`src/lookahead_peak_limiter_unit_defines.svh`:
```
// Assertion macros for the lookahead peak limiter.
`ifndef LOOKAHEAD_PEAK_LIMITER_UNIT_DEFINES_SVH
`define LOOKAHEAD_PEAK_LIMITER_UNIT_DEFINES_SVH

// Same-cycle implication, checked on clk and disabled in reset.
`define LPL_CHECK(lbl, ante, cons) \
  lbl: assert property (@(posedge clk) disable iff (rst) (ante) |-> (cons)) \
    else $error("lpl check failed");

// Next-cycle implication, checked on clk and disabled in reset.
`define LPL_CHECK_NEXT(lbl, ante, cons) \
  lbl: assert property (@(posedge clk) disable iff (rst) (ante) |=> (cons)) \
    else $error("lpl check failed");

`endif

```
`src/lpl_pkg.sv`:
```
// Types, constants and table builders shared by the peak limiter.
package lpl_pkg;

  localparam int SAMPLE_BITS = 24;
  localparam int CFG_W = 23;
  localparam int IDX_W = 3;

  localparam logic [23:0] UNITY = 24'h800000;
  localparam logic [23:0] COEF_ONE = 24'h800000;
  localparam logic [18:0] DB_PER_LOG2 = 19'd394566;
  localparam logic [21:0] LOG2_PER_DB = 22'd2786635;
  localparam logic signed [15:0] DB_FLOOR = -16'sd24576;

  localparam logic [IDX_W-1:0] REG_ATTACK = 3'd0;
  localparam logic [IDX_W-1:0] REG_RELEASE = 3'd1;
  localparam logic [IDX_W-1:0] REG_CEILING = 3'd2;
  localparam logic [IDX_W-1:0] REG_KNEE = 3'd3;
  localparam logic [IDX_W-1:0] REG_LOOKAHEAD = 3'd4;

  localparam logic [22:0] ATTACK_RST = 23'd8300000;
  localparam logic [22:0] RELEASE_RST = 23'd8385000;
  localparam logic signed [13:0] CEILING_RST = -14'sd256;
  localparam logic [11:0] KNEE_RST = 12'd768;
  localparam logic [9:0] LOOKAHEAD_RST = 10'd240;

  typedef struct packed {
    logic signed [SAMPLE_BITS-1:0] left_in;
    logic signed [SAMPLE_BITS-1:0] right_in;
  } in_item_t;

  typedef struct packed {
    logic signed [SAMPLE_BITS-1:0] left_out;
    logic signed [SAMPLE_BITS-1:0] right_out;
    logic signed [15:0] reduction_db;
  } out_item_t;

  typedef struct packed {
    logic signed [32:0] a;
    logic signed [32:0] b;
  } mul_req_t;

  typedef struct packed {
    logic start;
    logic [27:0] dividend;
    logic [14:0] divisor;
  } div_req_t;

  typedef struct packed {
    logic done;
    logic [12:0] quotient;
  } div_rsp_t;

  function automatic logic [63:0] isqrt64(input logic [63:0] x);
    logic [63:0] r;
    logic [63:0] b;
    logic [63:0] xx;
    r = '0;
    b = 64'd1 << 62;
    xx = x;
    for (int j = 0; j < 32; j++) begin
      if (b > xx) b = b >> 2;
    end
    for (int j = 0; j < 32; j++) begin
      if (b != 0) begin
        if (xx >= r + b) begin
          xx = xx - (r + b);
          r = (r >> 1) + b;
        end else begin
          r = r >> 1;
        end
        b = b >> 2;
      end
    end
    return r;
  endfunction

  // 2^(-2^-idx) in Q1.30 by repeated integer square roots
  function automatic logic [30:0] exp_root(input int idx);
    logic [63:0] t;
    t = 64'd1 << 29;
    for (int j = 1; j <= 16; j++) begin
      if (j <= idx) t = isqrt64(t << 30);
    end
    return t[30:0];
  endfunction

  localparam logic [30:0] ROOT_TBL [16] = '{
    exp_root(1), exp_root(2), exp_root(3), exp_root(4),
    exp_root(5), exp_root(6), exp_root(7), exp_root(8),
    exp_root(9), exp_root(10), exp_root(11), exp_root(12),
    exp_root(13), exp_root(14), exp_root(15), exp_root(16)
  };

endpackage

```
`src/lpl_mul.sv`:
```
// Shared signed multiplier with registered product.
module lpl_mul import lpl_pkg::*; (
  input  logic clk,
  input  mul_req_t req,
  output logic signed [65:0] prod
);
  always_ff @(posedge clk) begin
    prod <= 66'(req.a) * 66'(req.b);
  end
endmodule

```
`config.mk`:
```
export PLATFORM = sky130hd
export DESIGN_NAME = lpl_mul
export DESIGN_NICKNAME = d
export VERILOG_FILES = /design/src/lookahead_peak_limiter_unit_defines.svh /design/src/lpl_pkg.sv /design/src/lpl_mul.sv
export SDC_FILE = /design/constraint.sdc
export NUM_CORES = 2
export LEC_CHECK = 0
export BUFFER_PORTS_ARGS = -buffer_cell sky130_fd_sc_hd__buf_2
export CORE_MARGIN = 1.5
export CORE_UTILIZATION = 45
export DETAILED_ROUTE_END_ITERATION = 10
export RECOVER_POWER = 100
export SYNTH_ARGS = -nofsm -noshare
export SYNTH_HDL_FRONTEND = slang
export SYNTH_SLANG_ARGS = --single-unit
```
`constraint.sdc`:
```
create_clock -name clk -period 8.5 [get_ports clk]
set_input_delay 0.425 -clock clk [delete_from_list [all_inputs] [get_ports clk]]
set_output_delay 0.425 -clock clk [all_outputs]
set_load 0.03 [all_outputs]
```
* Yosys cells after proc, flatten, opt, wreduce, memory -nomap -nowiden
Index checks and enable logic that the tools add are counted.
** Cells by class
- Multiply operators :: 1
** Operators by type and width (number)
- $mul A33 B33 Y66 :: 1
** Word-level totals
- Bits in registers :: 66
- Output and inout bits :: 66

* Depth between registers and ports, before layout
- Depth in word-level cells :: 1
- Depth in mapped cells :: 27
- Gate-level depth less buffers :: 26

* Worst setup path before layout
Ideal clock, no wire load.
- Path kind :: input to register
- From :: input req[65] in the netlist's numbering
- To :: register prod[62]
- Arrival :: 7.582 ns
- Required time :: 8.421 ns
- Setup slack :: 0.839 ns
- Stages on the path :: 23
- Cells stage by stage :: clkbuf_1 nand2_1 inv_1 fa_1 fa_1 fa_1 fa_1 fa_1 fa_1 fa_1 inv_1 fa_1 inv_1 ha_1 clkbuf_1 and3_1 nand3_1 nand2b_1 a2111oi_4 a211oi_4 a21o_2 a21o_1 a211oi_2
** On the way
- Cells in the longest elaborated chain, start to end :: 1
** RTL lines
- start, declared :: line lpl_mul.sv:4 : input mul_req_t req,
- $mul A33 B33 Y66 :: line lpl_mul.sv:8 : prod <= 66'(req.a) * 66'(req.b);
- end signal, assigned :: line lpl_mul.sv:8
- end, declared :: line lpl_mul.sv:5 : output logic signed [65:0] prod
No other way between the ends.

* Final worst setup path
- From :: input req[33] in the netlist's numbering
- To :: register prod[48]
Same word-level chain as after synthesis.

==> implementation parameters <==
Parameter                              Value

Run status
  Result of the run ... completed

Die
  Die X-Extent ... 303.9 µm
  Height of the chip ... 303.9 µm
  Site Rows ... 110
  Die area ... 92330 µm²
  Starting density of the core ... 45.32%
  IO Pins ... 133
  Core area ... 89870 µm²

Timing
  Hold Vio Cnt, Final ... 0
  Final worst path period share ... 96.55%
  Worst slew margin ... 15.23%
  Setup repair after global routing missed its margin ... false
  Max Clock Freq ... 121.8 MHz
  Min Clock Period, post-route ... 8.207 ns
  Count of endpoints failing setup in the final report ... 0
  Pin slew with the least headroom to its limit ... 1.266 ns
  Number of max-slew violations in the final report ... 0
  Post-Route Setup TNS ... 0 ns

Global routing
  Maximum number of pins on one net before global-route repair ... 34
  Remaining Overflow, GRT ... 0
  Number of antenna violations at the first check in global routing ... 7
  GRT Resource Usage Total ... 24.92%
  Number of global-route vias before repair ... 31576
  Global-route wire length before repair ... 177.6 mm

Synth
  Number of nets produced by synthesis ... 5767
  Netlist area before placement ... 40730 µm²
  Total of warnings raised by yosys ... 0
  Post-synthesis sequential area ratio ... 3.244%
  Fraction of post-synthesis cell area in the top cell type by area ... 56.27%
  Top post-synthesis cells by area ... fa_1 56%, inv_1 10%, and2_1 8.6%, ha_1 6.7%, nand2_1 5.1%
  Asr flop ratio synth ... 0%
  Post-synthesis sequential element count ... 66
  Mapped Avg Cell Area ... 9.390 µm²
  Syn Inst Count ... 4338
  Area share of xor/xnor cells in the synthesized design ... 1.462%
  Cell type with the highest aggregate area in the netlist ... fa_1
  Area fraction in and, or, nand and nor cells after synthesis ... 15.78%
  EDFF count, synth ... 0
  Largest family of logic cells by synthesized area ... adder cells
  Number of distinct library cells after synthesis ... 80
  Main synth FF type ... dfxtp_1
  Post-synthesis compound-gate area fraction ... 4.067%
  Share of synthesized cell area in full adder, half adder and majority cells ... 62.94%
  Fraction of synthesized area in multiplexers ... 0%

Routing
  WL met1 ... 43.68 mm
  Post-detailed-route via-to-cell ratio ... 5.109
  DR top layer ... met5
  Via count ... 28392
  Number of violations reported at the end of detailed-routing iteration 0 ... 1517
  Routed length per instance ... 19.43 µm
  Routed length on met2 ... 55.95 mm
  Count of unresolved DRC violations after routing ... 0
  Aggregate routed wire length ... 108.0 mm
  Number of detailed-route iterations in the first pass ... 5
  ANT nets after route ... 0
  Met3 routed WL ... 4.256 mm

Finish
  Ratio of cells with drive above 1 in the final layout ... 4.978%
  Commonest non-fill, non-tap cells in the layout ... 1145 x fa_1, 1131 x inv_1, 559 x and2_1
  Largest register by flop count ... prod
  Final net count ... 5803
  Commonest non-fill, non-tap cell in the layout ... fa_1
  Registers with the most flip-flops ... prod x66
  Area growth from synthesis to layout ... 5.849%
  Flip-flop count of the largest register after layout ... 66

Job
  Max-cap violations ... 0

CTS
  Number of buffers inserted during clock tree synthesis ... 9
  Maximum clock insertion buffer count ... 2
  Clock-pin slew of the registers on the worst-case setup and hold paths ... 0.07 ns
  CTS tree ... done
  Total number of clock tree sinks ... 66
  Number of hold buffers added after CTS ... 0
  H-tree levels ... 3
  Post-CTS Resized ... 0
  CTS Root Cell ... clkbuf_16
  Setup Buffers After CTS ... 0

Critical path
  Classification of the worst setup path ... in -> reg
  CP Launch Type ... primary input
  Required @ worst endpoint ... 8.77 ns
  Largest fanout of any net on the critical path ... 20
  Category of the worst setup path capture point ... flop
  Critical path data arrival time ... 8.48 ns

Place
  Number of port buffers ... 132
  Post-DP HPWL ... 93.45 mm
  Final weighted congestion in routability-driven placement ... 0.8743

Hold path
  Hold Crit Endpoint ... prod[0]
  Hold Path Cell Cnt ... 2
  Path type of the worst min-delay path ... in -> reg
  Hold path startpoint ... req[0]
how the worst max path moves through the flow:
stage | startpoint | endpoint | depth (start not counted)
5_1_grt | req[1] | prod[58] | 26
6_report | req[33] | prod[48] | 22
3_3_place_gp | req[1] | prod[58] | 26
3_5_place_dp | req[1] | prod[58] | 26
4_1_cts | req[1] | prod[58] | 26
2_1_floorplan | req[65] | prod[62] | 23
synth_stat cells, drive strengths merged (3+ instances only):
cell type / number
a211o: 6
a211oi: 11
a21boi: 3
a21o: 38
a21oi: 61
a221oi: 3
a31oi: 9
and2: 563
and3: 6
and4: 5
buf: 13
clkbuf: 208
dfxtp: 66
fa: 1145
ha: 217
inv: 1131
nand2: 551
nand2b: 12
nand3: 26
nand4: 12
nor2: 68
nor2b: 5
nor3: 7
nor4: 3
o211ai: 5
o21a: 6
o21ai: 33
o21bai: 11
o31ai: 7
or2: 3
or3: 3
xnor2: 43
xor2: 25
worst max-delay path, cell delays in order:
cell	delay, ns
clkbuf_1	0.33
clkbuf_1	0.92
nand2_1	0.18
fa_1	0.52
inv_1	0.05
fa_1	0.36
inv_1	0.08
fa_1	0.44
fa_1	0.50
inv_1	0.05
ha_1	0.27
ha_1	0.30
fa_1	0.51
fa_1	0.44
ha_1	0.38
and3_1	0.31
and2_0	0.28
a221oi_1	0.15
o211ai_1	1.02
o31ai_4	0.28
o31ai_1	0.51
xor2_1	0.12
stage by stage:
stage	hold WS (ns)	cell area [µm²]	worst slack (ns)	instances	utilization, %
floorplan	0.5523	40730	0.8386	4338	-
global placement	0.8606	42930	0.1354	5539	47.77
detailed placement	0.8583	42930	0.04101	5539	47.77
CTS	0.4983	43270	0.4658	5555	48.15
global route	0.5276	43120	0.04767	5557	47.97
finish	0.5138	43120	0.2931	5557	47.97
layout make-up:
class | instances | area, µm²
clock buffers | 12 | 266.5
inverters | 1131 | 4245
multi-input cells | 2920 | 34250
fillers | 8752 | 46760
repair buffers | 246 | 1480
flip-flops and latches | 66 | 1321
well taps | 1176 | 1471
diodes | 2 | 5.005
clock inverters | 4 | 72.57
cell families after synthesis:
group / Yosys count
simple gates: 1271
buf+inv: 1352
compound gates: 219
xor+xnor: 68
flops: 66
fa+ha+maj: 1362
per-layer routing:
metal  up-vias  global-route usage [%]
met5         -                       0
met4         4                   8.496
met3       171                   2.702
met2       678                   44.18
met1     15140                   31.74
li1      12399                       -
Power is not shown: default switching activity piles up to over one toggle a cycle in this logic, so the estimate is an artifact.
