$ cat src/lookahead_peak_limiter_unit_defines.svh
// Assertion macros for the lookahead peak limiter.
`ifndef LOOKAHEAD_PEAK_LIMITER_UNIT_DEFINES_SVH
`define LOOKAHEAD_PEAK_LIMITER_UNIT_DEFINES_SVH

// Same-cycle implication, checked on clk and disabled in reset.
`define LPL_CHECK(lbl, ante, cons) \
  lbl: assert property (@(posedge clk) disable iff (rst) (ante) |-> (cons)) \
    else $error("lpl check failed");

// Next-cycle implication, checked on clk and disabled in reset.
`define LPL_CHECK_NEXT(lbl, ante, cons) \
  lbl: assert property (@(posedge clk) disable iff (rst) (ante) |=> (cons)) \
    else $error("lpl check failed");

`endif

$ cat src/lpl_pkg.sv
// Types, constants and table builders shared by the peak limiter.
package lpl_pkg;

  localparam int SAMPLE_BITS = 24;
  localparam int CFG_W = 23;
  localparam int IDX_W = 3;

  localparam logic [23:0] UNITY = 24'h800000;
  localparam logic [23:0] COEF_ONE = 24'h800000;
  localparam logic [18:0] DB_PER_LOG2 = 19'd394566;
  localparam logic [21:0] LOG2_PER_DB = 22'd2786635;
  localparam logic signed [15:0] DB_FLOOR = -16'sd24576;

  localparam logic [IDX_W-1:0] REG_ATTACK = 3'd0;
  localparam logic [IDX_W-1:0] REG_RELEASE = 3'd1;
  localparam logic [IDX_W-1:0] REG_CEILING = 3'd2;
  localparam logic [IDX_W-1:0] REG_KNEE = 3'd3;
  localparam logic [IDX_W-1:0] REG_LOOKAHEAD = 3'd4;

  localparam logic [22:0] ATTACK_RST = 23'd8300000;
  localparam logic [22:0] RELEASE_RST = 23'd8385000;
  localparam logic signed [13:0] CEILING_RST = -14'sd256;
  localparam logic [11:0] KNEE_RST = 12'd768;
  localparam logic [9:0] LOOKAHEAD_RST = 10'd240;

  typedef struct packed {
    logic signed [SAMPLE_BITS-1:0] left_in;
    logic signed [SAMPLE_BITS-1:0] right_in;
  } in_item_t;

  typedef struct packed {
    logic signed [SAMPLE_BITS-1:0] left_out;
    logic signed [SAMPLE_BITS-1:0] right_out;
    logic signed [15:0] reduction_db;
  } out_item_t;

  typedef struct packed {
    logic signed [32:0] a;
    logic signed [32:0] b;
  } mul_req_t;

  typedef struct packed {
    logic start;
    logic [27:0] dividend;
    logic [14:0] divisor;
  } div_req_t;

  typedef struct packed {
    logic done;
    logic [12:0] quotient;
  } div_rsp_t;

  function automatic logic [63:0] isqrt64(input logic [63:0] x);
    logic [63:0] r;
    logic [63:0] b;
    logic [63:0] xx;
    r = '0;
    b = 64'd1 << 62;
    xx = x;
    for (int j = 0; j < 32; j++) begin
      if (b > xx) b = b >> 2;
    end
    for (int j = 0; j < 32; j++) begin
      if (b != 0) begin
        if (xx >= r + b) begin
          xx = xx - (r + b);
          r = (r >> 1) + b;
        end else begin
          r = r >> 1;
        end
        b = b >> 2;
      end
    end
    return r;
  endfunction

  // 2^(-2^-idx) in Q1.30 by repeated integer square roots
  function automatic logic [30:0] exp_root(input int idx);
    logic [63:0] t;
    t = 64'd1 << 29;
    for (int j = 1; j <= 16; j++) begin
      if (j <= idx) t = isqrt64(t << 30);
    end
    return t[30:0];
  endfunction

  localparam logic [30:0] ROOT_TBL [16] = '{
    exp_root(1), exp_root(2), exp_root(3), exp_root(4),
    exp_root(5), exp_root(6), exp_root(7), exp_root(8),
    exp_root(9), exp_root(10), exp_root(11), exp_root(12),
    exp_root(13), exp_root(14), exp_root(15), exp_root(16)
  };

endpackage

$ cat src/lpl_div.sv
// Restoring divider, one quotient bit per cycle.
module lpl_div import lpl_pkg::*; (
  input  logic clk,
  input  logic rst,
  input  div_req_t req,
  output div_rsp_t rsp
);
  logic busy;
  logic done;
  logic [4:0] cnt;
  logic [14:0] rem;
  logic [14:0] dvs;
  logic [27:0] dvd;
  logic [27:0] quo;
  logic [15:0] trial;
  logic fits;

  assign trial = {rem, dvd[27]};
  assign fits = trial >= {1'b0, dvs};

  always_ff @(posedge clk) begin
    if (rst) begin
      busy <= 1'b0;
      done <= 1'b0;
    end else begin
      done <= busy && cnt == 5'd27;
      if (req.start) begin
        busy <= 1'b1;
        cnt <= '0;
        rem <= '0;
        dvs <= req.divisor;
        dvd <= req.dividend;
      end else if (busy) begin
        rem <= fits ? 15'(trial - {1'b0, dvs}) : trial[14:0];
        quo <= {quo[26:0], fits};
        dvd <= {dvd[26:0], 1'b0};
        cnt <= cnt + 5'd1;
        if (cnt == 5'd27) busy <= 1'b0;
      end
    end
  end

  assign rsp.done = done;
  assign rsp.quotient = quo[12:0];
endmodule

$ cat config.mk
export PLATFORM = sky130hd
export DESIGN_NAME = lpl_div
export DESIGN_NICKNAME = d
export VERILOG_FILES = /design/src/lookahead_peak_limiter_unit_defines.svh /design/src/lpl_pkg.sv /design/src/lpl_div.sv
export SDC_FILE = /design/constraint.sdc
export NUM_CORES = 1
export LEC_CHECK = 0
export ABC_AREA = 1
export BUFFER_PORTS_ARGS = -buffer_cell sky130_fd_sc_hd__buf_2
export CORE_MARGIN = 2
export CORE_UTILIZATION = 25
export CTS_BUF_LIST = sky130_fd_sc_hd__clkbuf_16
export CTS_CLUSTER_DIAMETER = 50
export DETAILED_ROUTE_END_ITERATION = 8
export SYNTH_ARGS = -nofsm -noshare
export SYNTH_HDL_FRONTEND = slang
export SYNTH_SLANG_ARGS = --single-unit
$ cat constraint.sdc
create_clock -name clk -period 5.2 [get_ports clk]
set_clock_uncertainty 0.1 [all_clocks]
set_input_delay 0.26 -clock clk [delete_from_list [all_inputs] [get_ports clk]]
set_output_delay 0.26 -clock clk [all_outputs]
set_load 0.03 [all_outputs]
## After elaboration in Yosys (flattened, before gate mapping)

Cells that the tools add are included.
Widths: inputs -> output; s select.

- Output and inout port bits: 14
- Register bits after elaboration: 78
- Logic and storage cells: 26
- Input port bits: 46

- Bitwise logic cells: 2
- Equality and inequality tests: 1
- $lt $le $gt $ge: 1
- Add/sub/neg operators: 2
- Multiplexer cells: 8
- Reductions and logical operators: 5

Operator list:

| operator | count |
|---|---|
| $mux 28 | 2 |
| $mux 15 | 2 |
| $ge 16x15->1 | 1 |
| $sub 15x15->15 | 1 |
| $add 5x1->5 const B | 1 |
| $eq 5x5->1 const B | 1 |
| $mux 5 | 1 |
| $reduce_and 2->1 | 2 |
| $mux 1 | 3 |
| $reduce_and 3->1 | 1 |
| $not 1->1 | 2 |
| $reduce_bool 2->1 | 1 |
| $logic_and 1x1->1 | 1 |

## Logic depth before layout (Yosys ltp)

Gate-level depths: netlist of run 1.

- Depth in word-level cells: 4
- Mapped depth: 14
- Depth with buffers taken out: 13

## Worst setup path before layout of run 1

Ideal clock, no wire load.

- Kind: input to register
- From: input port req[43] (netlist name)
- To: register cnt[0] (enable)
- Library setup time: 0.470 ns
- Stages: 5
- Data required time: 4.630 ns
- Path buffers: 3
- Path slack: 1.405 ns
- Arrival: 3.225 ns
- Cells stage by stage: clkbuf_1 -> inv_1 -> clkbuf_1 -> clkbuf_1 -> a21oi_1

- Word-level cells in the longest chain between the ends: 2

RTL lines:

| element | line | RTL |
|---|---|---|
| from (decl) | lpl_div.sv:5 | `input div_req_t req,` |
| $reduce_bool 2->1 (no source line) | - |  |
| $reduce_and 2->1 (no source line) | - |  |
| to (signal assigned) | lpl_div.sv:37 | `cnt <= cnt + 5'd1;` |
| to (decl) | lpl_div.sv:10 | `logic [4:0] cnt;` |

No other way between the ends.
A chain may end at the register's enable or synchronous reset.

## Worst setup path after layout of run 1

- From: register dvs[0]
- To: register rem[11] (data pin)

- Word-level cells in the longest chain between the ends: 3
- Elaborated cells on any way between the ends: 4
- Classes of those cells: add/sub (1); order compare (1); mux (2)

RTL lines:

| element | line | RTL |
|---|---|---|
| from (decl) | lpl_div.sv:12 | `logic [14:0] dvs;` |
| from (signal assigned) | lpl_div.sv:31 | `dvs <= req.divisor;` |
| $ge 16x15->1 | lpl_div.sv:19 | `assign fits = trial >= {1'b0, dvs};` |
| net fits | lpl_div.sv:16 | `logic fits;` |
| $mux 15 | lpl_div.sv:34 | `rem <= fits ? 15'(trial - {1'b0, dvs}) : trial[14:0];` |
| $mux 15 | lpl_div.sv:33 | `end else if (busy) begin` |
| to (signal assigned) | lpl_div.sv:34 |  |
| to (decl) | lpl_div.sv:11 | `logic [14:0] rem;` |

The timed path passes the listed nets, and every way through them passes these cells. The select of a mux whose other input is x is not followed.

==> reports/qor.log, run 1 <==
INFO  status         run_status=finished clean
INFO  grt            gr-total-overflow=0
INFO  worst_setup_path regToRegStartpoint=dvs[0]
INFO  pwr            power_leakage=2.41nW
INFO  worst_setup_path required=5.21ns
INFO  worst_setup_path worst_path_max_delay_cell=fa_1
INFO  detailed_routing remaining_drc_errors=0
INFO  logic_synthesis postSynthRegisterBits=78
INFO  sta            period_share=46.0%
INFO  logic_synthesis synth_nets=524
INFO  placed_design  placement_stage_cell_area=0.00471mm^2
INFO  detailed_routing drt-total-wl=8.66mm
INFO  worst_hold_path min_path_type=primary input to register
INFO  sta            max_slew.worst_pin.slew=0.600ns
INFO  finish         mostFrequentLayoutCell=nand2_1
INFO  finish         most-common-layout-cells=174 x nand2_1, 76 x edfxtp_1, 62 x inv_1, 59 x buf_2, 39 x nor2_1
INFO  floorplan      chipHeight=133um
INFO  logic_synthesis synth_area=0.00417mm^2
INFO  logic_synthesis yosys-mux-area-fraction=0%
INFO  logic_synthesis synth_area_in_compound_gates=2.19%
INFO  finish         finish.net_count=600
INFO  worst_setup_path cp-endpoint=rem[11]
INFO  floorplan      design.die.area=0.0177mm^2
INFO  clock_tree     cts.htree.levels=3
INFO  floorplan      top_level_ports=60
INFO  sta            rsz0062_at_grt=false
INFO  clock_tree     clock-sinks=78
INFO  floorplan      initial_util=25.3%
INFO  detailed_routing drtIter0Drc=184
INFO  finish         fin_cells=762
INFO  clock_tree     clk-insertion-delay-late=0.35ns
INFO  finish         insertedDiodeCount=0
INFO  worst_setup_path cp-end-kind=register
INFO  worst_setup_path r2r_slack=2.81ns
INFO  worst_setup_path critPathArrivalTime=2.40ns
INFO  clock_tree     cts.root.buffer_cell=clkbuf_16
INFO  sta            setup-tns-final=0ns
INFO  logic_synthesis synth_xor_area_share=1.68%
INFO  grt            grt_pass1_vias=2965
INFO  logic_synthesis synth-adder-area-share=5.28%
INFO  finish         multi_input_comb_area=0.00154mm^2
INFO  worst_setup_path timing.critical_path.from=dvs[0]
INFO  clock_tree     clock_buffers_created_by_tritoncts=9
INFO  logic_synthesis synth.avg_cell_area=9.05um^2
INFO  sta            finalSetupViolCount=0
INFO  sta            hold_violations=0
INFO  logic_synthesis synth_enable_flop_cells=76
INFO  logic_synthesis post_synth_and_or_nand_nor_area_fraction=27.5%
INFO  sta            finalCriticalPeriod=2.39ns
INFO  placed_design  placed_instances=731
INFO  worst_setup_path r2r_cells=12
INFO  finish         num-fill-cells=1761
INFO  run            timing.max_cap.violations=0
INFO  sta            layout_setup_ws=2.81ns
INFO  logic_synthesis combinational_family_with_the_most_area_after_synthesis=simple AND/OR/NAND/NOR gates
INFO  sta            clock.fmax=418MHz
INFO  sta            worst_slew_margin_rel=59.9%
INFO  clock_tree     cts_tree=built
INFO  worst_setup_path worst_path_largest_cell_delay=0.41ns
INFO  grt            maximum_number_of_pins_on_one_net_before_global_route_repair=47
INFO  worst_setup_path crit_type=register to register
INFO  grt            gr-usage-all-layers=10.7%
INFO  worst_setup_path r2r-end=rem[11]
INFO  logic_synthesis yosysWarningCount=0
INFO  clock_tree     max-clock-path-buffers=2
INFO  detailed_routing avgRoutedWirePerCell=11.4um
INFO  logic_synthesis synth_cell_type_count=34
INFO  pwr            ir_drop=0.159mV
INFO  worst_setup_path crit_path_start_kind=register
INFO  logic_synthesis syn-instance-count=461
INFO  sta            total_count_of_max_transition_violations_in_the_final_report=0
INFO  worst_setup_path worst_path_most_repeated_cell=nand3_1
INFO  floorplan      floorplan.core_area=0.0165mm^2
INFO  detailed_routing firstDrtPassIters=4
INFO  logic_synthesis share_of_synthesized_flip_flops_with_an_asynchronous_set_or_reset=0%
INFO  placed_design  post-dp-hpwl=6.08mm
INFO  floorplan      row_count=47
INFO  detailed_routing dr_total_vias=2968
INFO  logic_synthesis ys_dominant_reg_cell=edfxtp_1
INFO  finish         postLayoutCellArea=0.00517mm^2
INFO  pwr            power.density_cell_area=345mW/mm^2
INFO  worst_setup_path path_max_fanout=15
INFO  grt            wire_length_of_the_first_global_routing_pass=14.6mm
INFO  logic_synthesis part_of_the_yosys_area_used_for_sequential_elements=55.7%
INFO  grt            antenna_found_initial=0
INFO  worst_setup_path critical_path.cell_chain=ha_1 -> fa_1 -> inv_1 -> nand3_1 -> nand3_1 -> nand2_1 -> nand3_1 -> nand2_4 -> nand2_4 -> inv_4 -> nor2_1 -> nor2_1
INFO  placed_design  placement.io_buffers=59
INFO  floorplan      dieWidth=133um
INFO  placed_design  place_worst_setup_slack=2.70ns
INFO  finish         layout_overhead_on_the_synthesized_area=24.1%
INFO  detailed_routing post_dr_vias_cell=3.90
INFO  placed_design  globalplace.congestion=0.802
INFO  finish         layout-drive-gt1-share=18.5%
INFO  detailed_routing antenna_violating_nets_post_route=0
INFO  clock_tree     clkSlewWorstSetupHoldPaths=0.07ns
INFO  finish         seq_area=0.00232mm^2
cell type report:
type                    count  share of cell area [%]
clock buffers               9                    4.35
repair buffers             78                    9.19
multi-input cells         305                    29.8
well taps                 220                    5.32
clock inverters             7                    1.72
flip-flops and latches     78                    44.9
inverters                  65                    4.76
kinds of logic (layout without fill, tap and decap cells):
kind of cell | Yosys count | count (layout)
AOI/OAI and AO/OA | 13 | 13
adders and majority gates | 17 | 17
buffers and inverters | 78 | 159
xor gates and xnor gates | 8 | 8
and+or+nand+nor | 267 | 267
DFF | 78 | 78
timing repair:
action                                 in CTS  in global routing
setup buffers                               0                  0
gates resized for setup                     0                  0
hold buffers                               15                  0
endpoints found under the hold margin      15                  0
cells in the mapped netlist (7+ instances only):
cell        n  share of area (%)
a21oi_1     7               0.84
clkbuf_1    9               0.81
edfxtp_1   76                 55
nor2_1     39                3.5
nand3_1    19                2.3
xor2_1      7                1.5
nand3b_1   12                2.2
nand2_1   174                 16
ha_1       16                4.8
inv_1      61                5.5
nor2_2     11                1.6
how the worst min path moves through the flow:
stage          startpoint     end  slack (ns)  cells past startpoint
6_report          req[15]  dvd[0]        0.07                      3
5_1_grt           req[17]  dvd[2]        0.08                      3
4_1_cts           req[15]  dvd[0]        0.05                      3
3_5_place_dp       quo[4]  quo[5]        0.33                      0
3_3_place_gp       quo[2]  quo[3]        0.32                      0
2_1_floorplan      req[0]  dvs[0]        0.26                      0
power breakdown:
group          internal (mW)  leakage, nW  total, mW  switching (mW)
Combinational          0.129         1.51      0.341           0.212
Clock                  0.418        0.155      0.677           0.259
Sequential             0.749        0.743      0.767          0.0182
routing by layer:
layer  global-route usage [%]  wire [um]
met5                        0          0
met1                     13.3       4130
met3                     3.96        502
met2                     17.1       3910
met4                     3.78        122
worst max-delay path: cells and delay by family (launching register included):
family / cells / cell delay [ns]
buf+inv: 2 / 0.19
flops: 1 / 0.37
simple gates: 8 / 0.84
fa+ha+maj: 2 / 0.64
state kept, by name (all words and copies together), names as in the netlist:
signal / flops
busy: 1
cnt: 5
done: 1
dvd: 28
dvs: 15
quo: 13
rem: 15
through the flow:
step | utilization (%) | power, mW | hold WS, ns
2_1_floorplan | - | 1.04 | 0.259
3_3_place_gp | 28.6 | 1.11 | 0.324
3_5_place_dp | 28.6 | 1.12 | 0.326
4_1_cts | 31.4 | 1.82 | 0.0526
5_1_grt | 31.4 | 1.89 | 0.0826
6_report | 31.4 | 1.79 | 0.0698
No activity file was read; power rests on OpenSTA's default activity.
==> inputs of run 2 (changes only) <==
Clock period 5.2 ns to 2.5 ns, I/O delays scaled along.
==> reports/qor.log, run 2 (synthesis gave the netlist of run 1 again) <==
INFO  clock_tree     clock-sinks=78
INFO  worst_setup_path cp-end-kind=register
INFO  finish         mostFrequentLayoutCell=nand2_1
INFO  sta            period_share=89.7%
INFO  sta            finalCriticalPeriod=2.24ns
INFO  pwr            ir_drop=0.388mV
INFO  finish         layout_overhead_on_the_synthesized_area=31.6%
INFO  clock_tree     clkSlewWorstSetupHoldPaths=0.06ns
INFO  clock_tree     cts_tree=built
INFO  sta            finalSetupViolCount=0
INFO  grt            antenna_found_initial=0
INFO  finish         finish.net_count=634
INFO  detailed_routing remaining_drc_errors=0
INFO  worst_hold_path min_path_type=primary input to register
INFO  worst_setup_path critical_path.top_delay_family=simple AND/OR/NAND/NOR gates
INFO  placed_design  globalplace.congestion=0.833
INFO  worst_setup_path crit_path_start_kind=register
INFO  detailed_routing drtIter0Drc=146
INFO  run            timing.max_cap.violations=0
INFO  finish         fin_cells=796
INFO  finish         largest_registers=dvd (28), dvs (15), rem (15)
INFO  worst_setup_path critical_path.cell_chain=ha_1 -> fa_1 -> inv_1 -> nand3_1 -> nand3_2 -> nand2_1 -> nand3_2 -> nand2_4 -> buf_4 -> nand3b_1 -> nand2_1 -> nor2_1
INFO  floorplan      design.die.area=0.0177mm^2
INFO  finish         largest_register=dvd
INFO  pwr            power_leakage=2.55nW
INFO  clock_tree     clock_buffers_created_by_tritoncts=9
INFO  detailed_routing antenna_violating_nets_post_route=0
INFO  clock_tree     cts.root.buffer_cell=clkbuf_16
INFO  clock_tree     cts.htree.levels=3
INFO  grt            maximum_number_of_pins_on_one_net_before_global_route_repair=47
INFO  sta            clock.fmax=446MHz
INFO  sta            total_count_of_max_transition_violations_in_the_final_report=0
INFO  floorplan      top_level_ports=60
INFO  placed_design  post-dp-hpwl=6.20mm
INFO  worst_setup_path required=2.60ns
INFO  worst_setup_path worst_path_max_delay_cell=fa_1
INFO  sta            setup-tns-final=0ns
INFO  worst_setup_path crit_type=register to register
INFO  worst_setup_path critPathArrivalTime=2.34ns
INFO  finish         largest_reg_flops=28
INFO  detailed_routing maxUsedRoutingLayer=met4
INFO  detailed_routing post_dr_vias_cell=4.01
INFO  placed_design  placement.io_buffers=59
INFO  finish         most-common-layout-cells=174 x nand2_1, 76 x edfxtp_1, 61 x inv_1, 59 x buf_2, 44 x dlygate4sd3_1
INFO  floorplan      dieWidth=133um
INFO  detailed_routing met3WireLength=363um
INFO  status         run_status=finished clean
INFO  detailed_routing avgRoutedWirePerCell=11.4um
INFO  sta            worst_slew_margin_rel=68.5%
INFO  pwr            power.density_cell_area=664mW/mm^2
INFO  worst_setup_path worst_path_largest_cell_delay=0.40ns
INFO  finish         layout-drive-gt1-share=18.9%
INFO  detailed_routing met2_length=4.27mm
INFO  placed_design  placed_instances=736
INFO  clock_tree     clk-insertion-delay-late=0.35ns
INFO  detailed_routing drt-total-wl=9.05mm
INFO  grt            gr-total-overflow=0
INFO  sta            max_slew.worst_pin.slew=0.472ns
INFO  floorplan      initial_util=25.3%
INFO  sta            hold_violations=0
INFO  floorplan      chipHeight=133um
INFO  pwr            p_total=3.65mW
INFO  floorplan      row_count=47
INFO  finish         num-fill-cells=1723
INFO  finish         insertedDiodeCount=0
INFO  worst_setup_path path_max_fanout=10
INFO  grt            grt_pass1_vias=3281
INFO  grt            gr-usage-all-layers=11.2%
INFO  sta            rsz0062_at_grt=false
INFO  detailed_routing dr_total_vias=3193
INFO  detailed_routing wl_met1=4.25mm
INFO  floorplan      floorplan.core_area=0.0165mm^2
INFO  worst_setup_path cp.buffers_inverters=2
INFO  grt            wire_length_of_the_first_global_routing_pass=15.7mm
INFO  detailed_routing firstDrtPassIters=4
INFO  clock_tree     max-clock-path-buffers=2
[run 2: cell types whose count changed in the layout (fill, tap and decap cells not counted)]
cell / change
nand3_1: -2
nand3_2: +2
inv_6: +1
bufinv_16: -2
clkinv_1: -1
dlygate4sd3_1: +29
inv_8: +2
clkinv_4: +2
buf_4: +5
inv_1: -1
clkinv_2: -1
[run 2: worst paths after layout]
| check | startpoint | endpoint | slack (ns) | cells after the start |
|---|---|---|---|---|
| max | dvs[0] | rem[12] | 0.26 | 12 |
| max reg2reg | dvs[0] | rem[12] | 0.26 | 12 |
| min | req[43] | cnt[1] | 0.26 | 3 |
| min reg2reg | quo[4] | quo[5] | 0.34 | 0 |
[run 2: report_power, final]
| part | total, mW | switching, mW | leakage [nW] | internal (mW) |
|---|---|---|---|---|
| Clock | 1.29 | 0.594 | 0.140 | 0.697 |
| Combinational | 0.762 | 0.456 | 1.66 | 0.306 |
| Sequential | 1.59 | 0.0363 | 0.743 | 1.56 |
| Total | 3.65 | 1.09 | 2.55 | 2.56 |
[run 2: through the flow]
stage	utilization (%)	worst slack (ns)	hold WS, ns	instance area, um^2
global route	33.3	0.0232	0.303	5490
CTS	33.3	0.179	0.256	5480
floorplan	-	0.317	0.124	4180
global placement	28.8	0.269	0.203	4750
finish	33.3	0.256	0.262	5490
detailed placement	28.8	0.214	0.203	4750
[run 2: layer usage]
layer	track usage, %	vias up
met3	2.74	12
li1	-	1686
met1	14.3	1435
met5	0	-
met4	4.61	0
met2	18.3	60
[run 2: worst register-to-register path: cells and delay by family, from the launching register on]
kind	cells	cell delay (ns)
fa+ha+maj	2	0.63
buf+inv	2	0.28
flops	1	0.36
simple gates	8	0.73
[run 2: timing repair]
action / 4_1_cts / 5_1_grt
buffers inserted: 0 / 0
hold buffers: 44 / 0
resized for setup: 0 / 2
endpoints found under the setup margin: 0 / 14
endpoints found under the hold margin: 44 / 0
[run 2: cell type report]
cell class	instances	area, um^2	share of cell area (%)
sequential	78	2320	42.3
tap	220	275	5.01
timing repair buffer	112	803	14.6
clock buffer	9	225	4.10
clock inverter	7	65.1	1.19
inverter	65	246	4.49
multi-input combinational	305	1550	28.3
==> inputs of run 3 (changes only) <==
Settings changed: ABC_AREA 1 to not set.
==> reports/qor.log, run 3 <==
INFO  worst_setup_path critPathArrivalTime=2.73ns
INFO  worst_setup_path cp-end-kind=register
INFO  clock_tree     clock-sinks=78
INFO  grt            maximum_number_of_pins_on_one_net_before_global_route_repair=49
INFO  worst_setup_path r2r_cells=10
INFO  detailed_routing drt-total-wl=7.98mm
INFO  floorplan      chipHeight=127um
INFO  sta            rsz0062_at_grt=true
INFO  logic_synthesis yosysWarningCount=0
INFO  logic_synthesis synth_cell_type_count=43
INFO  worst_setup_path crit_type=register to register
INFO  pwr            power_leakage=2.10nW
INFO  finish         largest_register=dvd
INFO  sta            max_slew.worst_pin.slew=1.05ns
INFO  logic_synthesis post_synth_most_frequent_cells=76 x edfxtp_1, 27 x mux2_2, 27 x nand2_1
INFO  clock_tree     clkSlewWorstSetupHoldPaths=0.06ns
INFO  logic_synthesis synth_nets=351
INFO  detailed_routing antenna_violating_nets_post_route=0
INFO  worst_setup_path r2r-end=rem[14]
INFO  placed_design  placement_stage_cell_area=0.00443mm^2
INFO  detailed_routing post_dr_vias_cell=4.35
INFO  run            timing.max_cap.violations=0
INFO  grt            grt_pass1_vias=2879
INFO  sta            layout_setup_ws=-0.139ns
INFO  placed_design  globalplace.congestion=0.888
INFO  finish         most-common-layout-cells=76 x edfxtp_1, 59 x buf_2, 43 x dlygate4sd3_1, 27 x mux2_2, 27 x nand2_1
INFO  clock_tree     max-clock-path-buffers=2
INFO  logic_synthesis yosysTopAreaCellShare=60.2%
INFO  logic_synthesis synth_enable_flop_cells=76
INFO  detailed_routing firstDrtPassIters=4
INFO  finish         largest_reg_flops=28
INFO  finish         layout-drive-gt1-share=32.9%
INFO  sta            total_count_of_max_transition_violations_in_the_final_report=0
INFO  worst_setup_path path_max_fanout=4
INFO  floorplan      design.die.area=0.0162mm^2
INFO  pwr            p_total=3.72mW
INFO  detailed_routing dr_total_vias=2652
INFO  logic_synthesis netlist_top_cells_area=edfxtp_1 60%, mux2_2 8.0%, ha_1 5.3%
INFO  clock_tree     clock_buffers_created_by_tritoncts=9
INFO  status         run_status=finished, violations left
INFO  pwr            ir_drop=0.530mV
INFO  clock_tree     cts.htree.levels=3
INFO  placed_design  placement.io_buffers=59
INFO  logic_synthesis syn-instance-count=288
INFO  grt            gr-total-overflow=0
INFO  sta            finalCriticalPeriod=2.64ns
INFO  placed_design  post-dp-hpwl=5.08mm
INFO  grt            wire_length_of_the_first_global_routing_pass=13.6mm
INFO  logic_synthesis part_of_the_yosys_area_used_for_sequential_elements=61.3%
INFO  worst_setup_path r2r_slack=-0.14ns
INFO  logic_synthesis synth_area=0.00379mm^2
INFO  sta            finalSetupViolCount=14
INFO  floorplan      top_level_ports=60
INFO  worst_setup_path crit_path_start_kind=register
INFO  sta            period_share=106%
INFO  clock_tree     clk-insertion-delay-late=0.34ns
INFO  sta            hold_violations=0
INFO  logic_synthesis yosys.area.top_type=edfxtp_1
INFO  finish         insertedDiodeCount=0
INFO  worst_setup_path timing.critical_path.from=dvd[27]
INFO  sta            worst_slew_margin_rel=30.0%
INFO  status         violations=negative setup slack
INFO  pwr            power.density_cell_area=708mW/mm^2
INFO  detailed_routing remaining_drc_errors=0
INFO  clock_tree     cts_tree=built
INFO  logic_synthesis share_of_synthesized_flip_flops_with_an_asynchronous_set_or_reset=0%
INFO  finish         finish.net_count=480
INFO  detailed_routing avgRoutedWirePerCell=13.1um
INFO  finish         layout_overhead_on_the_synthesized_area=38.6%
INFO  clock_tree     cts.root.buffer_cell=clkbuf_16
INFO  finish         largest_registers=dvd (28), dvs (15), rem (15)
INFO  finish         num-fill-cells=1463
INFO  grt            antenna_found_initial=0
INFO  floorplan      row_count=45
INFO  worst_hold_path worst_hold_startpoint=req[24]
INFO  logic_synthesis postSynthRegisterBits=78
INFO  grt            gr-usage-all-layers=10.7%
INFO  worst_setup_path regToRegStartpoint=dvd[27]
INFO  logic_synthesis synth.avg_cell_area=13.2um^2
INFO  finish         mostFrequentLayoutCell=edfxtp_1
INFO  finish         postLayoutCellArea=0.00525mm^2
INFO  logic_synthesis ys_dominant_reg_cell=edfxtp_1
INFO  logic_synthesis synthMostInstantiatedCell=edfxtp_1
INFO  floorplan      floorplan.core_area=0.0150mm^2
INFO  detailed_routing drtIter0Drc=113
INFO  finish         multi_input_comb_area=0.00138mm^2
INFO  worst_setup_path cp-endpoint=rem[14]
INFO  floorplan      dieWidth=127um
INFO  finish         seq_area=0.00232mm^2
INFO  sta            clock.fmax=379MHz
INFO  worst_setup_path required=2.59ns
INFO  worst_hold_path min_path_type=primary input to register
INFO  floorplan      initial_util=25.2%
[run 3: worst max-delay path, stage by stage (launching register included)]
cell	delay, ns
edfxtp_1	0.34
inv_1	0.05
ha_2	0.19
fa_2	0.34
nand2b_4	0.16
a21oi_4	0.21
a31oi_4	0.12
o311a_4	0.32
a21o_1	0.18
a2111o_1	0.37
a21oi_2	0.11
[run 3: logic make-up after synthesis]
logic type               synth area share, %
flip-flops                              61.3
AND/OR/NAND/NOR                         9.81
AO/OA/AOI/OAI                           8.98
buffers and inverters                   3.33
multiplexers                            8.02
adder cells (fa/ha/maj)                 5.81
XOR/XNOR                                2.77
[run 3: timing repair]
action,4_1_cts,5_1_grt
buffers inserted,3,4
gates resized for setup,4,8
hold endpoints to repair,43,0
endpoints found under the setup margin,16,16
hold buffers,43,0
pin swaps,3,3
[run 3: how the worst min path moves through the flow]
| stage | to | slack [ns] | depth (start not counted) |
|---|---|---|---|
| CTS | dvd[9] | 0.008 | 2 |
| finish | dvd[9] | 0.01 | 2 |
| detailed placement | dvs[6] | 0.20 | 1 |
| global placement | dvs[12] | 0.21 | 1 |
| floorplan | busy | 0.1 | 1 |
| global route | dvd[9] | 0.02 | 2 |
[run 3: per-layer routing]
metal,routed length (um),vias up,GRT usage (%),part of all wire (%)
met1,3530,1265,12.4,44
met4,148,0,4.40,1.9
met2,3950,62,18.3,49
met3,351,11,3.69,4.4
met5,0,-,0,0
li1,-,1314,-,-
[run 3: power breakdown]
group	leakage, nW	switching, mW	internal (mW)
sequential	0.739	0.0365	1.55
combinational	1.21	0.388	0.379
clock	0.153	0.504	0.860
[run 3: through the flow]
stage               setup TNS (ns)  setup slack [ns]  cells  util [%]  hold slack (ns)
global placement            -0.740            -0.129    544      29.5            0.205
CTS                         -0.602            -0.117    606      34.6          0.00765
global route                 -2.34            -0.230    610      34.9           0.0175
finish                      -0.498            -0.139    610      34.9           0.0147
detailed placement           -1.50            -0.173    544      29.5            0.204
floorplan                   -0.110           -0.0839    288         -           0.0974
[run 3: area by class of cell]
| type | instances | area share (%) |
|---|---|---|
| multi-input combinational | 180 | 26.3 |
| clock buffer | 9 | 4.29 |
| sequential | 78 | 44.2 |
| clock inverter | 7 | 1.57 |
| timing repair buffer | 128 | 17.6 |
| tap | 188 | 4.48 |
| inverter | 20 | 1.52 |
